==> src/efi_pkg.sv <==
// Shared types and constants for the escape-time fractal iterator.
// Used by efi_csr, efi_ctrl, efi_dp and the top level; no dependencies.
package efi_pkg;

   // Fixed-point format and field widths
   localparam int FRAC_BITS       = 28;
   localparam int LIMIT_WIDTH     = 32;
   localparam int ITER_WIDTH      = 16;
   localparam int EXP_WIDTH       = 4;
   localparam int CSR_INDEX_WIDTH = 3;

   // Defaults for the top-level parameters
   localparam int COORD_WIDTH_DEFAULT  = 32;
   localparam int MAX_EXPONENT_DEFAULT = 9;

   // Register reset values
   localparam logic [ITER_WIDTH-1:0]  ITER_LIMIT_RESET   = 16'd20;
   localparam logic [EXP_WIDTH-1:0]   EXPONENT_RESET     = 4'd2;
   localparam logic [LIMIT_WIDTH-1:0] ESCAPE_LIMIT_RESET = 32'd697932186; // 2.6 in Q4.28

   // Register map
   typedef enum logic [CSR_INDEX_WIDTH-1:0] {
      REG_ITER_LIMIT   = 3'd0,
      REG_EXPONENT     = 3'd1,
      REG_BURN_MODE    = 3'd2,
      REG_JULIA_MODE   = 3'd3,
      REG_JULIA_RE     = 3'd4,
      REG_JULIA_IM     = 3'd5,
      REG_ESCAPE_LIMIT = 3'd6
   } csr_index_type;

   // Fixed-width configuration fields
   typedef struct packed {
      logic [ITER_WIDTH-1:0]  iter_limit;
      logic [EXP_WIDTH-1:0]   exponent;
      logic                   burn_mode;
      logic                   julia_mode;
      logic [LIMIT_WIDTH-1:0] escape_limit;
   } cfg_type;

   // Datapath commands
   typedef enum logic [2:0] {
      DP_NOP,
      DP_LOAD,     // start a point: set z, c, clear count and magnitude
      DP_PREP,     // z and base take |z| parts when burning
      DP_MUL,      // four cross products into the product registers
      DP_ACC,      // combine products into the next power of z
      DP_ADDC,     // z += c
      DP_SQR,      // squares of z parts into the product registers
      DP_MAG       // magnitude sum, count one iteration
   } dp_op_type;

   // Datapath status back to the controller
   typedef struct packed {
      logic below_cap;    // iteration count below iter_limit
      logic below_limit;  // |z|^2 below escape_limit
   } dp_status_type;

endpackage

==> src/efi_csr.sv <==
// Configuration register file for the escape-time fractal iterator.
// Depends on efi_pkg for the register map, reset values and cfg_type.
module efi_csr #(
   parameter int COORD_WIDTH = efi_pkg::COORD_WIDTH_DEFAULT,
   parameter int DATA_WIDTH  = efi_pkg::LIMIT_WIDTH
) (
   input  logic                                  clock,
   input  logic                                  reset,
   input  logic                                  csr_valid,
   output logic                                  csr_ready,
   input  logic [efi_pkg::CSR_INDEX_WIDTH-1:0]   csr_index,
   input  logic [DATA_WIDTH-1:0]                 csr_data,
   output efi_pkg::cfg_type                      cfg,
   output logic signed [COORD_WIDTH-1:0]         julia_re,
   output logic signed [COORD_WIDTH-1:0]         julia_im
);

   efi_pkg::cfg_type               cfg_ff;
   logic signed [COORD_WIDTH-1:0]  julia_re_ff;
   logic signed [COORD_WIDTH-1:0]  julia_im_ff;

   // Always ready: every write is accepted when offered
   assign csr_ready = 1'b1;

   // Register writes; unknown indexes are dropped
   always_ff @(posedge clock) begin
      if (reset) begin
         cfg_ff.iter_limit   <= efi_pkg::ITER_LIMIT_RESET;
         cfg_ff.exponent     <= efi_pkg::EXPONENT_RESET;
         cfg_ff.burn_mode    <= 1'b0;
         cfg_ff.julia_mode   <= 1'b0;
         cfg_ff.escape_limit <= efi_pkg::ESCAPE_LIMIT_RESET;
         julia_re_ff         <= '0;
         julia_im_ff         <= '0;
      end else if (csr_valid) begin
         case (efi_pkg::csr_index_type'(csr_index))
            efi_pkg::REG_ITER_LIMIT: begin
               cfg_ff.iter_limit <= csr_data[efi_pkg::ITER_WIDTH-1:0];
            end
            efi_pkg::REG_EXPONENT: begin
               cfg_ff.exponent <= csr_data[efi_pkg::EXP_WIDTH-1:0];
            end
            efi_pkg::REG_BURN_MODE: begin
               cfg_ff.burn_mode <= csr_data[0];
            end
            efi_pkg::REG_JULIA_MODE: begin
               cfg_ff.julia_mode <= csr_data[0];
            end
            efi_pkg::REG_JULIA_RE: begin
               julia_re_ff <= csr_data[COORD_WIDTH-1:0];
            end
            efi_pkg::REG_JULIA_IM: begin
               julia_im_ff <= csr_data[COORD_WIDTH-1:0];
            end
            efi_pkg::REG_ESCAPE_LIMIT: begin
               cfg_ff.escape_limit <= csr_data[efi_pkg::LIMIT_WIDTH-1:0];
            end
            default: begin
            end
         endcase
      end
   end

   assign cfg      = cfg_ff;
   assign julia_re = julia_re_ff;
   assign julia_im = julia_im_ff;

endmodule

==> config.mk <==
export PLATFORM = sky130hd
export DESIGN_NAME = efi_csr
export DESIGN_NICKNAME = d
export VERILOG_FILES = /design/src/efi_pkg.sv /design/src/efi_csr.sv
export SDC_FILE = /design/constraint.sdc
export NUM_CORES = 1
export LEC_CHECK = 0
export ABC_CLOCK_PERIOD_IN_PS = 1140
export BUFFER_PORTS_ARGS = -buffer_cell sky130_fd_sc_hd__buf_2
export CAP_MARGIN = 10
export CELL_PAD_IN_SITES_DETAIL_PLACEMENT = 1
export CELL_PAD_IN_SITES_GLOBAL_PLACEMENT = 1
export CORE_UTILIZATION = 34
export DETAILED_ROUTE_END_ITERATION = 16
export PLACE_DENSITY = 0.81
export SLEW_MARGIN = 25
export SYNTH_ARGS = -nofsm -noshare
export SYNTH_HDL_FRONTEND = slang
export SYNTH_SLANG_ARGS = --single-unit
==> constraint.sdc <==
create_clock -name clock -period 1.14 [get_ports clock]
set_input_delay 0.057 -clock clock [delete_from_list [all_inputs] [get_ports clock]]
set_output_delay 0.057 -clock clock [all_outputs]
set_load 0.01 [all_outputs]
==> Yosys cells after proc, flatten, opt, wreduce, memory -nomap -nowiden <==
Cells that the tools add are included.
{ "word_totals": {"output_inout_bits": 119, "regBits": 118, "wordCells": 21, "inputBits": 38} }
{ "classes": {"n_eq_ne": 6, "reduce_logical": 8} }
{ "ops": {"columns": ["operator", "count"], "rows": [
  ["AND reduction 2 bit", 7],
  ["equality test 3 bit (second input constant)", 3],
  ["equality test 3 x 2 -> 1 bit (second input constant)", 2],
  ["equality test 3 x 1 -> 1 bit (second input constant)", 1],
  ["logical NOT 3 bit", 1]
]} }

==> Depth between registers and ports, before layout <==
{ "depth": {"ltp_word": 2, "depth_mapped": 5, "ltp_nobuf": 2} }

==> Least setup slack after synthesis <==
No wires, ideal clock.
{ "synth_path": {"path_kind": "input to register", "startpoint": "in csr_index[1] in the netlist's numbering", "endpoint": "reg cfg_ff (netlist bit cfg[44])", "required_time_ps": 1019, "setup_time_ps": 121, "n_path_buf": 3, "arrival_time_ps": 1093, "stages": 5, "slack_ps": -73, "cell_sequence": "clkbuf_2 or4b_1 buf_6 buf_12 mux2i_1"} }
{ "synth_between": {"elab_chain_cells": 2} }
{ "synth_rtl": {"columns": ["item", "line_no", "text"], "rows": [
  ["start: declaration", "efi_csr.sv:11", "input logic [efi_pkg::CSR_INDEX_WIDTH-1:0] csr_index,"],
  ["logical NOT 3 bit", "efi_csr.sv:36", "case (efi_pkg::csr_index_type'(csr_index))"],
  ["AND reduction 2 bit (no line)", null, null],
  ["end: declaration", "efi_csr.sv:18", "efi_pkg::cfg_type cfg_ff;"]
]} }
No other way between the ends.
A chain may end at the register's enable or synchronous reset.

==> Worst setup path in the final report <==
{ "layout_path": {"startpoint": "reg cfg_ff (netlist bit cfg[1])", "endpoint": "out cfg[1] in the netlist's numbering"} }
{ "layout_lines": {"columns": ["item", "line_no", "text"], "rows": [
  ["end: declaration", "efi_csr.sv:13", "output efi_pkg::cfg_type cfg,"]
]} }
No word-level cell between the ends.

==> out/results.ini <==
[status]
status = completed

[grt]
grt_pass1_vias = 4100
antenna_found_initial = 0
grt-ovfl-total = 0
grt_pass1_wl_um = 21500
grt_max_degree = 56
track_usage_pct = 19.5

[timing]
drv_slew = 0
post-route-period-util_pct = 87.4
fin_worst_skew_ns = 0
rsz0062_at_grt = no
hold_violations = 0
hold_slack_ns = 0.0183
min_period_ns = 0.996
setup_viol = 0
max_freq_ghz = 1.00

[finish]
drive_above_1_share_pct = 33.3
layout.cells.non_filler = 834
finalInstanceArea_um2 = 6810
area_growth_pct = 41.6
antenna_cells = 0
nFillCells = 1532
nets = 679

[power]
p_sw_mw = 2.39
swShare_pct = 21.6
pwr-share-comb_pct = 7.2
p_leak_nw = 3.31
peakVddDrop_mv = 0.932
power_mw = 11.1
p_int_mw = 8.67
seq_power_share_pct = 38.6
clock_power_share_pct = 54.2
powerDensity_nw_per_um2 = 1630

[setup_path]
start_kind = flop
crit_buf_inv = 1
critPathKind = reg -> out
crit_start = cfg[1]$_SDFFE_PP1P_
rr_worst_depth = 2
arrival_ns = 0.94
path_max_fanout = 2
path_depth = 1
path_delay_family = flip-flops
r2r_setup_slack_ns = 0.43
cpPeakStageDelay_ns = 0.38
critical_path.endpoint = cfg[1]
cp.required_ns = 1.08
crit_chain = buf_2
critical_path.slowest_cell = dfxtp_1
r2r_end = julia_im[21]$_SDFFE_PP0P_
r2r_start = julia_im[21]$_SDFFE_PP0P_
end_kind = primary output

[drt]
firstDrtPassIters = 4
viasPerCell = 4.58
avgRoutedWirePerCell_um = 16.5
drc = 0
num_vias = 3817
drt_wl_total_um = 13800
ant_nets = 0
dr.first_iter.drc_count = 88

[synth]
syn_area_per_cell_um2 = 10.7
syn_nets = 488
synth-seq-area-share_pct = 49.1
synth_warnings = 0
synth_fa_ha_area_share_pct = 0
synth_compound_area_share_pct = 0
ys_ff_latch = 118
synthCells = 450
synth-simple-area-share_pct = 22.2
synth_top_family_by_area = multiplexers
synth_mux_area_share_pct = 24.6
synth-xor-area-share_pct = 0
synth_area_um2 = 4810
ys_types = 17

[die]
die_area_um2 = 14600
ios = 157
die_x_um = 121
fp.dieH_um = 121
initial_core_util_pct = 34.8
num_rows = 43
fp.coreArea_um2 = 13800

[flow_run]
drv_cap = 0

[clock_tree]
numCtsBuffers = 17
cts_num_sinks = 118
cts_root_buf = clkbuf_16
post_cts_buffers = 0
path_clk_slew_ns = 0.05
cts_max_level = 4
clock_latency_ns = 0.41
post_cts_resized = 0
cts_max_path_buffers = 2
cts_tree = built
hold_buffers = 27

[placement]
dp.final_hpwl_um = 9270
place_area_um2 = 5870
place_congestion = 0.740
placedCellCount = 775
portBuffers = 155

[min_path]
hold_path.class = in -> reg
hp-start = csr_data[6]

[area by class of cell]
class | count | area (um^2) | share of cell area [%]
multi-input combinational | 296 | 2260 | 33.2
timing repair buffer | 208 | 1290 | 19.0
clock buffer | 20 | 467 | 6.86
sequential | 118 | 2360 | 34.7
tap | 180 | 225 | 3.31
clock inverter | 12 | 199 | 2.92
[cells in the final DEF (no fill, tap or decap), types with 2 or more instances in the layout]
| cell type | n |
|---|---|
| nand2b_1 | 132 |
| clkbuf_16 | 17 |
| dfxtp_1 | 118 |
| clkbuf_8 | 3 |
| mux2i_1 | 118 |
| dlygate4sd3_1 | 27 |
| clkinv_2 | 2 |
| buf_12 | 4 |
| buf_2 | 154 |
| nand4b_1 | 3 |
| bufinv_16 | 5 |
| buf_4 | 23 |
| nor2_1 | 34 |
| clkinvlp_4 | 4 |
| and4bb_2 | 3 |
[routing by layer]
| metal | track usage [%] | wire length (um) |
|---|---|---|
| met3 | 5.08 | 607 |
| met1 | 22.3 | 5940 |
| met4 | 8.72 | 259 |
| met5 | 0 | 0 |
| met2 | 34.0 | 6960 |
[power by group through the flow]
| stage | registers (mW) | clock network, mW | logic (mW) |
|---|---|---|---|
| after floorplan | 4.39 | 0 | 0.380 |
| after global placement | 4.35 | 0 | 0.700 |
| after detailed placement | 4.36 | 0 | 0.725 |
| after CTS | 4.27 | 6.13 | 0.803 |
| after global routing | 4.28 | 6.28 | 0.864 |
| final | 4.27 | 6.00 | 0.801 |
[registers in the layout (all words and copies together) (netlist names)]
name / count
julia_im: 32
cfg: 54
julia_re: 32
[how the worst min path moves through the flow]
stage,cells past startpoint,slack (ns),end
2_1_floorplan,2,0.22,cfg[40]$_SDFFE_PP1P_
3_3_place_gp,3,0.33,cfg[11]$_SDFFE_PP1P_
3_5_place_dp,3,0.35,cfg[8]$_SDFFE_PP1P_
4_1_cts,3,0.0001,julia_im[6]$_SDFFE_PP0P_
5_1_grt,3,0.02,julia_re[14]$_SDFFE_PP0P_
6_report,3,0.02,julia_im[6]$_SDFFE_PP0P_
[cells by family after synthesis]
group / Yosys count
buffers and inverters: 36
and+or+nand+nor: 177
muxes: 118
DFF: 118
other: 1
[through the flow]
| step | util [%] | setup WS, ns | setup TNS, ns |
|---|---|---|---|
| finish | 49.2 | 0.144 | 0 |
| global route | 49.2 | 0.117 | 0 |
| CTS | 49.2 | 0.131 | 0 |
| detailed placement | 42.5 | -0.116 | -2.11 |
| global placement | 42.5 | -0.0788 | -1.07 |
| floorplan | - | -0.0644 | -0.636 |
[synth_stat cells]
cell,number,area (um^2)
nor4b_1,1,8.76
and4bb_2,3,37.5
buf_4,2,15.0
or4b_1,1,10.0
buf_2,13,65.1
clkbuf_1,17,63.8
conb_1,1,3.75
nand4b_1,3,26.3
nand4bb_1,2,22.5
and4b_1,1,10.0
mux2i_1,118,1180
buf_12,1,20.0
nand2b_1,132,826
nor2_1,34,128
buf_6,2,22.5
clkbuf_2,1,5.00
dfxtp_1,118,2360
(Power assumes the default switching activity.)
