**config.mk**
```make
export PLATFORM = sky130hd
export DESIGN_NAME = efi_ctrl
export DESIGN_NICKNAME = d
export VERILOG_FILES = /design/src/efi_pkg.sv /design/src/efi_ctrl.sv
export SDC_FILE = /design/constraint.sdc
export NUM_CORES = 1
export LEC_CHECK = 0
export BUFFER_PORTS_ARGS = -buffer_cell sky130_fd_sc_hd__buf_2
export CAP_MARGIN = 20
export CORE_MARGIN = 2
export CORE_UTILIZATION = 35
export DETAILED_ROUTE_END_ITERATION = 8
export PLACE_DENSITY_LB_ADDON = 0.05
export SETUP_SLACK_MARGIN = 0.2
export SYNTH_ARGS = -nofsm -noshare
export SYNTH_HDL_FRONTEND = slang
export SYNTH_SLANG_ARGS = --single-unit
```
**constraint.sdc**
```tcl
create_clock -name clock -period 3.04 [get_ports clock]
set_input_delay 0.304 -clock clock [delete_from_list [all_inputs] [get_ports clock]]
set_output_delay 0.304 -clock clock [all_outputs]
set_load 0.05 [all_outputs]
```
**src/efi_pkg.sv**
```systemverilog
// Shared types and constants for the escape-time fractal iterator.
// Used by efi_csr, efi_ctrl, efi_dp and the top level; no dependencies.
package efi_pkg;

   // Fixed-point format and field widths
   localparam int FRAC_BITS       = 28;
   localparam int LIMIT_WIDTH     = 32;
   localparam int ITER_WIDTH      = 16;
   localparam int EXP_WIDTH       = 4;
   localparam int CSR_INDEX_WIDTH = 3;

   // Defaults for the top-level parameters
   localparam int COORD_WIDTH_DEFAULT  = 32;
   localparam int MAX_EXPONENT_DEFAULT = 9;

   // Register reset values
   localparam logic [ITER_WIDTH-1:0]  ITER_LIMIT_RESET   = 16'd20;
   localparam logic [EXP_WIDTH-1:0]   EXPONENT_RESET     = 4'd2;
   localparam logic [LIMIT_WIDTH-1:0] ESCAPE_LIMIT_RESET = 32'd697932186; // 2.6 in Q4.28

   // Register map
   typedef enum logic [CSR_INDEX_WIDTH-1:0] {
      REG_ITER_LIMIT   = 3'd0,
      REG_EXPONENT     = 3'd1,
      REG_BURN_MODE    = 3'd2,
      REG_JULIA_MODE   = 3'd3,
      REG_JULIA_RE     = 3'd4,
      REG_JULIA_IM     = 3'd5,
      REG_ESCAPE_LIMIT = 3'd6
   } csr_index_type;

   // Fixed-width configuration fields
   typedef struct packed {
      logic [ITER_WIDTH-1:0]  iter_limit;
      logic [EXP_WIDTH-1:0]   exponent;
      logic                   burn_mode;
      logic                   julia_mode;
      logic [LIMIT_WIDTH-1:0] escape_limit;
   } cfg_type;

   // Datapath commands
   typedef enum logic [2:0] {
      DP_NOP,
      DP_LOAD,     // start a point: set z, c, clear count and magnitude
      DP_PREP,     // z and base take |z| parts when burning
      DP_MUL,      // four cross products into the product registers
      DP_ACC,      // combine products into the next power of z
      DP_ADDC,     // z += c
      DP_SQR,      // squares of z parts into the product registers
      DP_MAG       // magnitude sum, count one iteration
   } dp_op_type;

   // Datapath status back to the controller
   typedef struct packed {
      logic below_cap;    // iteration count below iter_limit
      logic below_limit;  // |z|^2 below escape_limit
   } dp_status_type;

endpackage

```
**src/efi_ctrl.sv**
```systemverilog
// Controller of the escape-time fractal iterator: sequences the datapath
// per iteration and owns both handshakes. Depends on efi_pkg.
module efi_ctrl #(
   parameter int MAX_EXPONENT = efi_pkg::MAX_EXPONENT_DEFAULT
) (
   input  logic                     clock,
   input  logic                     reset,
   input  logic                     req_valid,
   output logic                     req_ready,
   output logic                     rsp_valid,
   input  logic                     rsp_ready,
   input  efi_pkg::cfg_type         cfg,
   input  efi_pkg::dp_status_type   status,
   output efi_pkg::dp_op_type       op,
   output logic                     publish
);

   localparam int STEP_W = $clog2(MAX_EXPONENT + 1);

   typedef enum logic [2:0] {
      ST_IDLE,
      ST_TEST,
      ST_MUL,
      ST_ACC,
      ST_ADDC,
      ST_SQR,
      ST_MAG
   } state_type;

   state_type         state_ff;
   logic [STEP_W-1:0] step_ff;
   logic              rsp_valid_ff;
   logic [STEP_W-1:0] power;
   logic              go;
   logic              out_free;
   logic              more_steps;

   // Effective power: zero acts as one, large values clamp
   always_comb begin
      if (cfg.exponent == '0) begin
         power = STEP_W'(1);
      end else if (int'(cfg.exponent) > MAX_EXPONENT) begin
         power = STEP_W'(MAX_EXPONENT);
      end else begin
         power = STEP_W'(cfg.exponent);
      end
   end

   assign go         = status.below_cap && status.below_limit;
   assign out_free   = !rsp_valid_ff || rsp_ready;
   assign more_steps = ({1'b0, step_ff} + 1'b1) < {1'b0, power};
   assign publish    = (state_ff == ST_TEST) && !go && out_free;

   // Command decode
   always_comb begin
      case (state_ff)
         ST_IDLE: op = req_valid ? efi_pkg::DP_LOAD : efi_pkg::DP_NOP;
         ST_TEST: op = go ? efi_pkg::DP_PREP : efi_pkg::DP_NOP;
         ST_MUL:  op = efi_pkg::DP_MUL;
         ST_ACC:  op = efi_pkg::DP_ACC;
         ST_ADDC: op = efi_pkg::DP_ADDC;
         ST_SQR:  op = efi_pkg::DP_SQR;
         ST_MAG:  op = efi_pkg::DP_MAG;
         default: op = efi_pkg::DP_NOP;
      endcase
   end

   // State, power step counter and result valid
   always_ff @(posedge clock) begin
      if (reset) begin
         state_ff     <= ST_IDLE;
         step_ff      <= '0;
         rsp_valid_ff <= 1'b0;
      end else begin
         // valid drops on accept unless a new count goes out the same cycle
         if (rsp_valid_ff && rsp_ready && !publish) begin
            rsp_valid_ff <= 1'b0;
         end
         case (state_ff)
            ST_IDLE: begin
               if (req_valid) begin
                  state_ff <= ST_TEST;
               end
            end
            ST_TEST: begin
               if (go) begin
                  step_ff  <= STEP_W'(1);
                  state_ff <= (power > STEP_W'(1)) ? ST_MUL : ST_ADDC;
               end else if (out_free) begin
                  rsp_valid_ff <= 1'b1;
                  state_ff     <= ST_IDLE;
               end
            end
            ST_MUL: begin
               state_ff <= ST_ACC;
            end
            ST_ACC: begin
               if (more_steps) begin
                  step_ff  <= step_ff + 1'b1;
                  state_ff <= ST_MUL;
               end else begin
                  state_ff <= ST_ADDC;
               end
            end
            ST_ADDC: begin
               state_ff <= ST_SQR;
            end
            ST_SQR: begin
               state_ff <= ST_MAG;
            end
            ST_MAG: begin
               state_ff <= ST_TEST;
            end
            default: begin
               state_ff <= ST_IDLE;
            end
         endcase
      end
   end

   assign req_ready = (state_ff == ST_IDLE);
   assign rsp_valid = rsp_valid_ff;

endmodule
```
Word-level counts from Yosys, hierarchy flattened
Cells that the tools add are included.
Cells by class
  $add $sub $neg: 2
  magnitude comparators: 3
  eq/ne operators: 10
  mux-type cells: 18
  reduce and logical (&&, ||, !) cells: 14
Operators by type and width (number)
  $pmux 3 s7: 2
  $mux 4: 4
  $mux 3: 5
  $eq 3x3->1 const B: 3
  $pmux 4 s2: 1
  $eq 3x2->1 const B: 2
  $ne 2x2->1 const B: 3
  $add 4x1->5 const B: 1
  $logic_and 1x1->1: 5
  $lt 5x4->1: 1
  $mux 1: 5
  $add 4x1->4 const B: 1
  $gt 4x1->1 const B: 1
  $gt 4x4->1 const B: 1
  $logic_not 4->1: 1
  $eq 3x1->1 const B: 1
  $logic_not 1->1: 3
  $logic_not 3->1: 1
  $ne 3x3->1 const B: 1
  $reduce_and 3->1: 1
  $mux 2: 1
  $reduce_and 2->1: 1
  $reduce_bool 2->1: 1
  $logic_or 1x1->1: 1
Storage, ports and cells
  bits in registers: 8
  bits of input ports: 60
  output and inout bits: 6
  logic and storage cells: 50

Logic depth before layout (Yosys ltp)
  depth in word-level cells: 10
  gate-level depth with buffers: 8
  gate-level depth less buffers: 8

Worst setup path before layout
OpenSTA, ideal clock, no wires.
  path type: flip-flop to output port
  start point: register state_ff[2]
  end point: output op[1]
  arrival: 1.789 ns
  required time: 2.736 ns
  slack: 0.947 ns
  cell stages (with the launch flop): 4
  path buffers: 1
  path through: dfxtp_1 buf_1 nor2_1 o21ai_0
Between the ends
  cells in the longest elaborated chain, start to end: 2
  elaborated cells between the ends (all ways): 8
  those cells by class: eq/ne (6); mux (1); reduce/logical (1)
RTL lines
  start, declared: line efi_ctrl.sv:30  | state_type state_ff;
  start signal, assigned: line efi_ctrl.sv:88  | state_ff <= (power > STEP_W'(1)) ? ST_MUL : ST_ADDC;
  $eq 3x3->1, or another cell as far along: line efi_ctrl.sv:56  | case (state_ff)
  $pmux 3 s7 *: line efi_ctrl.sv:56
  end, declared: line efi_ctrl.sv:14  | output efi_pkg::dp_op_type op,
Mark *: on every way between the ends. The rest lies on a longest branch, timed or not.

Worst setup path in the final report
  start point: register step_ff[0]
  end point: register step_ff[3]
Between the ends
  cells in the longest elaborated chain, start to end: 4
  elaborated cells between the ends (all ways): 7
  those cells by class: add/sub (2); order compare (1); eq/ne (1); mux (2); reduce/logical (1)
RTL lines
  start, declared: line efi_ctrl.sv:31  | logic [STEP_W-1:0] step_ff;
  start signal, assigned: line efi_ctrl.sv:99  | step_ff <= step_ff + 1'b1;
  $add 4x1->5: line efi_ctrl.sv:51  | assign more_steps = ({1'b0, step_ff} + 1'b1) < {1'b0, power};
  $lt 5x4->1: line efi_ctrl.sv:51
  $ne 2x2->1 (no line)
  $reduce_and 3->1 (no line)
Several ways; a longest one is shown, not always the timed one. The select of a mux whose other input is x is not followed.
A chain may end at the register's enable or synchronous reset.

==> flow_summary.toml <==
[setup_path]
worstPathArrival_ps = 2320
max_stage_delay_ps = 410
crit_top_cell = "ha_1"
critical-path-slowest-cell = "dfxtp_1"
crit_type = "register to register"
ff2ff_setup_slack_ps = 860
critPathLaunchType = "register"
critPathMaxFanout = 5
crit_chain = "ha_1, xor2_1, ha_1, a21o_1, a21oi_1, o21a_1, o21bai_1, a32o_1"
worstSetupEndpointType = "register"
reg2reg_depth = 8
rr_startpoint = "step_ff[0]$_SDFFE_PP0P_"
worstReg2RegEnd = "step_ff[3]$_SDFFE_PP0P_"
cp_data_required_time_ps = 3180

[sta]
rsz0062_at_grt = "no"
skew_ps = 0.502
slew_headroom_pct = 73.1
timing.final.crit_share_pct = 71.6
period_minus_slack_ps = 2180
fmax_mhz = 459
maxSlewViolCount = 0
hold_viol = 0
setup_viol = 0
tightest_slew_ps = 403
tns_ps = 0

[grt]
antenna_found_initial = 0
grt.total_usage_pct = 15.1
grt-ovfl-total = 0
grt_max_degree = 14
grt_pass1_wl_um = 2250
grt_pass1_vias = 519

[yosys]
yosys.area.top_type = "dfxtp_1"
yosys-top-cells-area = "dfxtp_1 26%, ha_1 8.3%, nor2_1 5.0%"
ys_seq_elements = 8
synth-edff-count = 0
synth.distinct_cells = 37
synth_compound_area_share_pct = 26.9
async_reset_ff_share_pct = 0
synthAdderAreaFrac_pct = 8.26
synthMuxAreaShare_pct = 0
syn_inst = 79
synth.top_cells.by_count = "8 x dfxtp_1, 8 x nor2_1, 7 x nand2_1"
synth_ff_type = "dfxtp_1"
yosys.area_share.simple_pct = 30.0
synth_area_um2 = 606
synth_area_per_cell_um2 = 7.67
synth_nets = 143
yosysWarnings = 0
synth_top_area_share_pct = 26.4
synthXorXnorAreaFrac_pct = 2.89
synth_top_family_by_area = "simple AND/OR/NAND/NOR gates"
yosysSeqAreaShare_pct = 26.4

[clock_network]
path_clk_slew_ps = 60
insertion_delay_ps = 250
hold_buffers = 0
cts_buffer_depth = 2
cts_buffers = 3
clockRootBuffer = "clkbuf_4"
post-cts-setup-buffer-count = 0
cts_sinks = 8
htreeDepth = 1
ctsResizeCount = 0
cts_tree = "yes"

[worst_hold_path]
hp-class = "input pin to register"
min_delay_path_depth = 2
hp-start = "reset"
min_to = "state_ff[0]$_SDFFE_PP0P_"

[die]
die_x_um = 45.6
ios = 66
rows = 15
die_area_um2 = 2080
core_um2 = 1670
die_y_um = 45.6
start_util_pct = 36.3

[route]
dr_total_vias = 571
met1Wirelength_um = 810
finalWirelength_um = 1400
drtIter0Drc = 15
highest_layer = "met4"
met3_wirelength_um = 73
via_per_inst = 5.19
dr.pass1.iters = 4
met2WireLength_um = 504
drcViolationCount = 0
routedWlPerCell_um = 12.7
postRouteAntennaNets = 0

[layout]
syn2layout_area_growth_pct = 16.5
fin_nets = 159
diodes = 0
post-route-util_pct = 42.2
drive_above_1_share_pct = 25.8

[power_and_ir_drop]
p_total_mw = 0.251
p_leak_nw = 0.325
peakVddDrop_v = 0.000187
swShare_pct = 31.4
pwr_density_cell_nw_per_um2 = 356
p_seq_share_pct = 44.6
comb_power_share_pct = 22.5
switchingPower_mw = 0.0788
p_int_mw = 0.172
power_frac_clock_pct = 32.9

[placed_design]
gp_congestion = 0.686
portBuffers = 15
hpwlAfterDp_um = 1070

[outcome]
status = "complete, no violations"

[run]
max-cap-violations = 0
-- flip-flops by register name, summed over array words and instances (netlist names) --
signal,cells
state_ff,3
step_ff,4
rsp_valid,1
-- routing by layer --
metal	global-route usage [%]	vias to the layer above
met5	0	-
met4	8.82	0
met3	3.57	2
met2	19.7	18
li1	-	316
met1	22.1	235
-- layout by cell type (no fill, tap or decap), types with 2 or more instances in the layout --
master	instances
inv_1	4
or2_2	2
nand2b_1	2
a32o_1	2
nor2b_1	3
a21oi_1	2
clkbuf_4	3
dfxtp_1	8
nand3_1	4
o21a_1	2
nor3_1	2
nor2_1	8
o21ai_0	2
a31oi_1	4
buf_2	15
ha_1	4
nand2_1	7
-- worst max-delay path, delay by kind of cell (launching register included) --
kind	cells	cell delay, ps
adder cells (fa/ha/maj)	2	500
XOR/XNOR	1	180
AO/OA/AOI/OAI	5	980
flip-flops	1	410
-- how the worst max path moves through the flow --
| stage | start | to | slack (ps) | cells past startpoint |
|---|---|---|---|---|
| 6_report | step_ff[0]$_SDFFE_PP0P_ | step_ff[3]$_SDFFE_PP0P_ | 860 | 8 |
| 4_1_cts | step_ff[0]$_SDFFE_PP0P_ | step_ff[3]$_SDFFE_PP0P_ | 860 | 8 |
| 3_3_place_gp | step_ff[0]$_SDFFE_PP0P_ | step_ff[1]$_SDFFE_PP0P_ | 870 | 8 |
| 2_1_floorplan | state_ff[2]$_SDFFE_PP0P_ | op[1] | 950 | 3 |
| 3_5_place_dp | step_ff[0]$_SDFFE_PP0P_ | step_ff[3]$_SDFFE_PP0P_ | 870 | 8 |
| 5_1_grt | step_ff[0]$_SDFFE_PP0P_ | step_ff[3]$_SDFFE_PP0P_ | 720 | 8 |
-- logic make-up (layout without fill, tap and decap cells) --
logic type	Yosys count	after routing
and+or+nand+nor	35	35
AOI/OAI and AO/OA	22	22
DFF	8	8
buffers and inverters	8	22
adders and majority gates	4	4
xor gates and xnor gates	2	2
-- area by class of cell --
class | instances | area, um2
timing repair buffer | 15 | 75.1
sequential | 8 | 160
tap | 17 | 21.3
fill | 180 | 965
clock buffer | 3 | 22.5
multi-input combinational | 63 | 412
inverter | 4 | 15.0
-- power groups by stage --
| stage | Clock, mW | Sequential (mW) | Combinational [mW] |
|---|---|---|---|
| 2_1_floorplan | 0 | 0.114 | 0.0410 |
| 3_3_place_gp | 0 | 0.114 | 0.0558 |
| 3_5_place_dp | 0 | 0.114 | 0.0562 |
| 4_1_cts | 0.0860 | 0.112 | 0.0566 |
| 5_1_grt | 0.0898 | 0.113 | 0.0619 |
| 6_report | 0.0826 | 0.112 | 0.0565 |
-- per-stage QoR --
stage / worst slack, ps / hold slack [ps] / cell area (um2) / std cells
4_1_cts: 858 / 323 / 706 / 110
5_1_grt: 716 / 354 / 706 / 110
2_1_floorplan: 947 / 477 / 606 / 79
3_5_place_dp: 870 / 522 / 683 / 107
3_3_place_gp: 867 / 530 / 683 / 107
6_report: 863 / 334 / 706 / 110
Power figures use the tool's default switching activity.
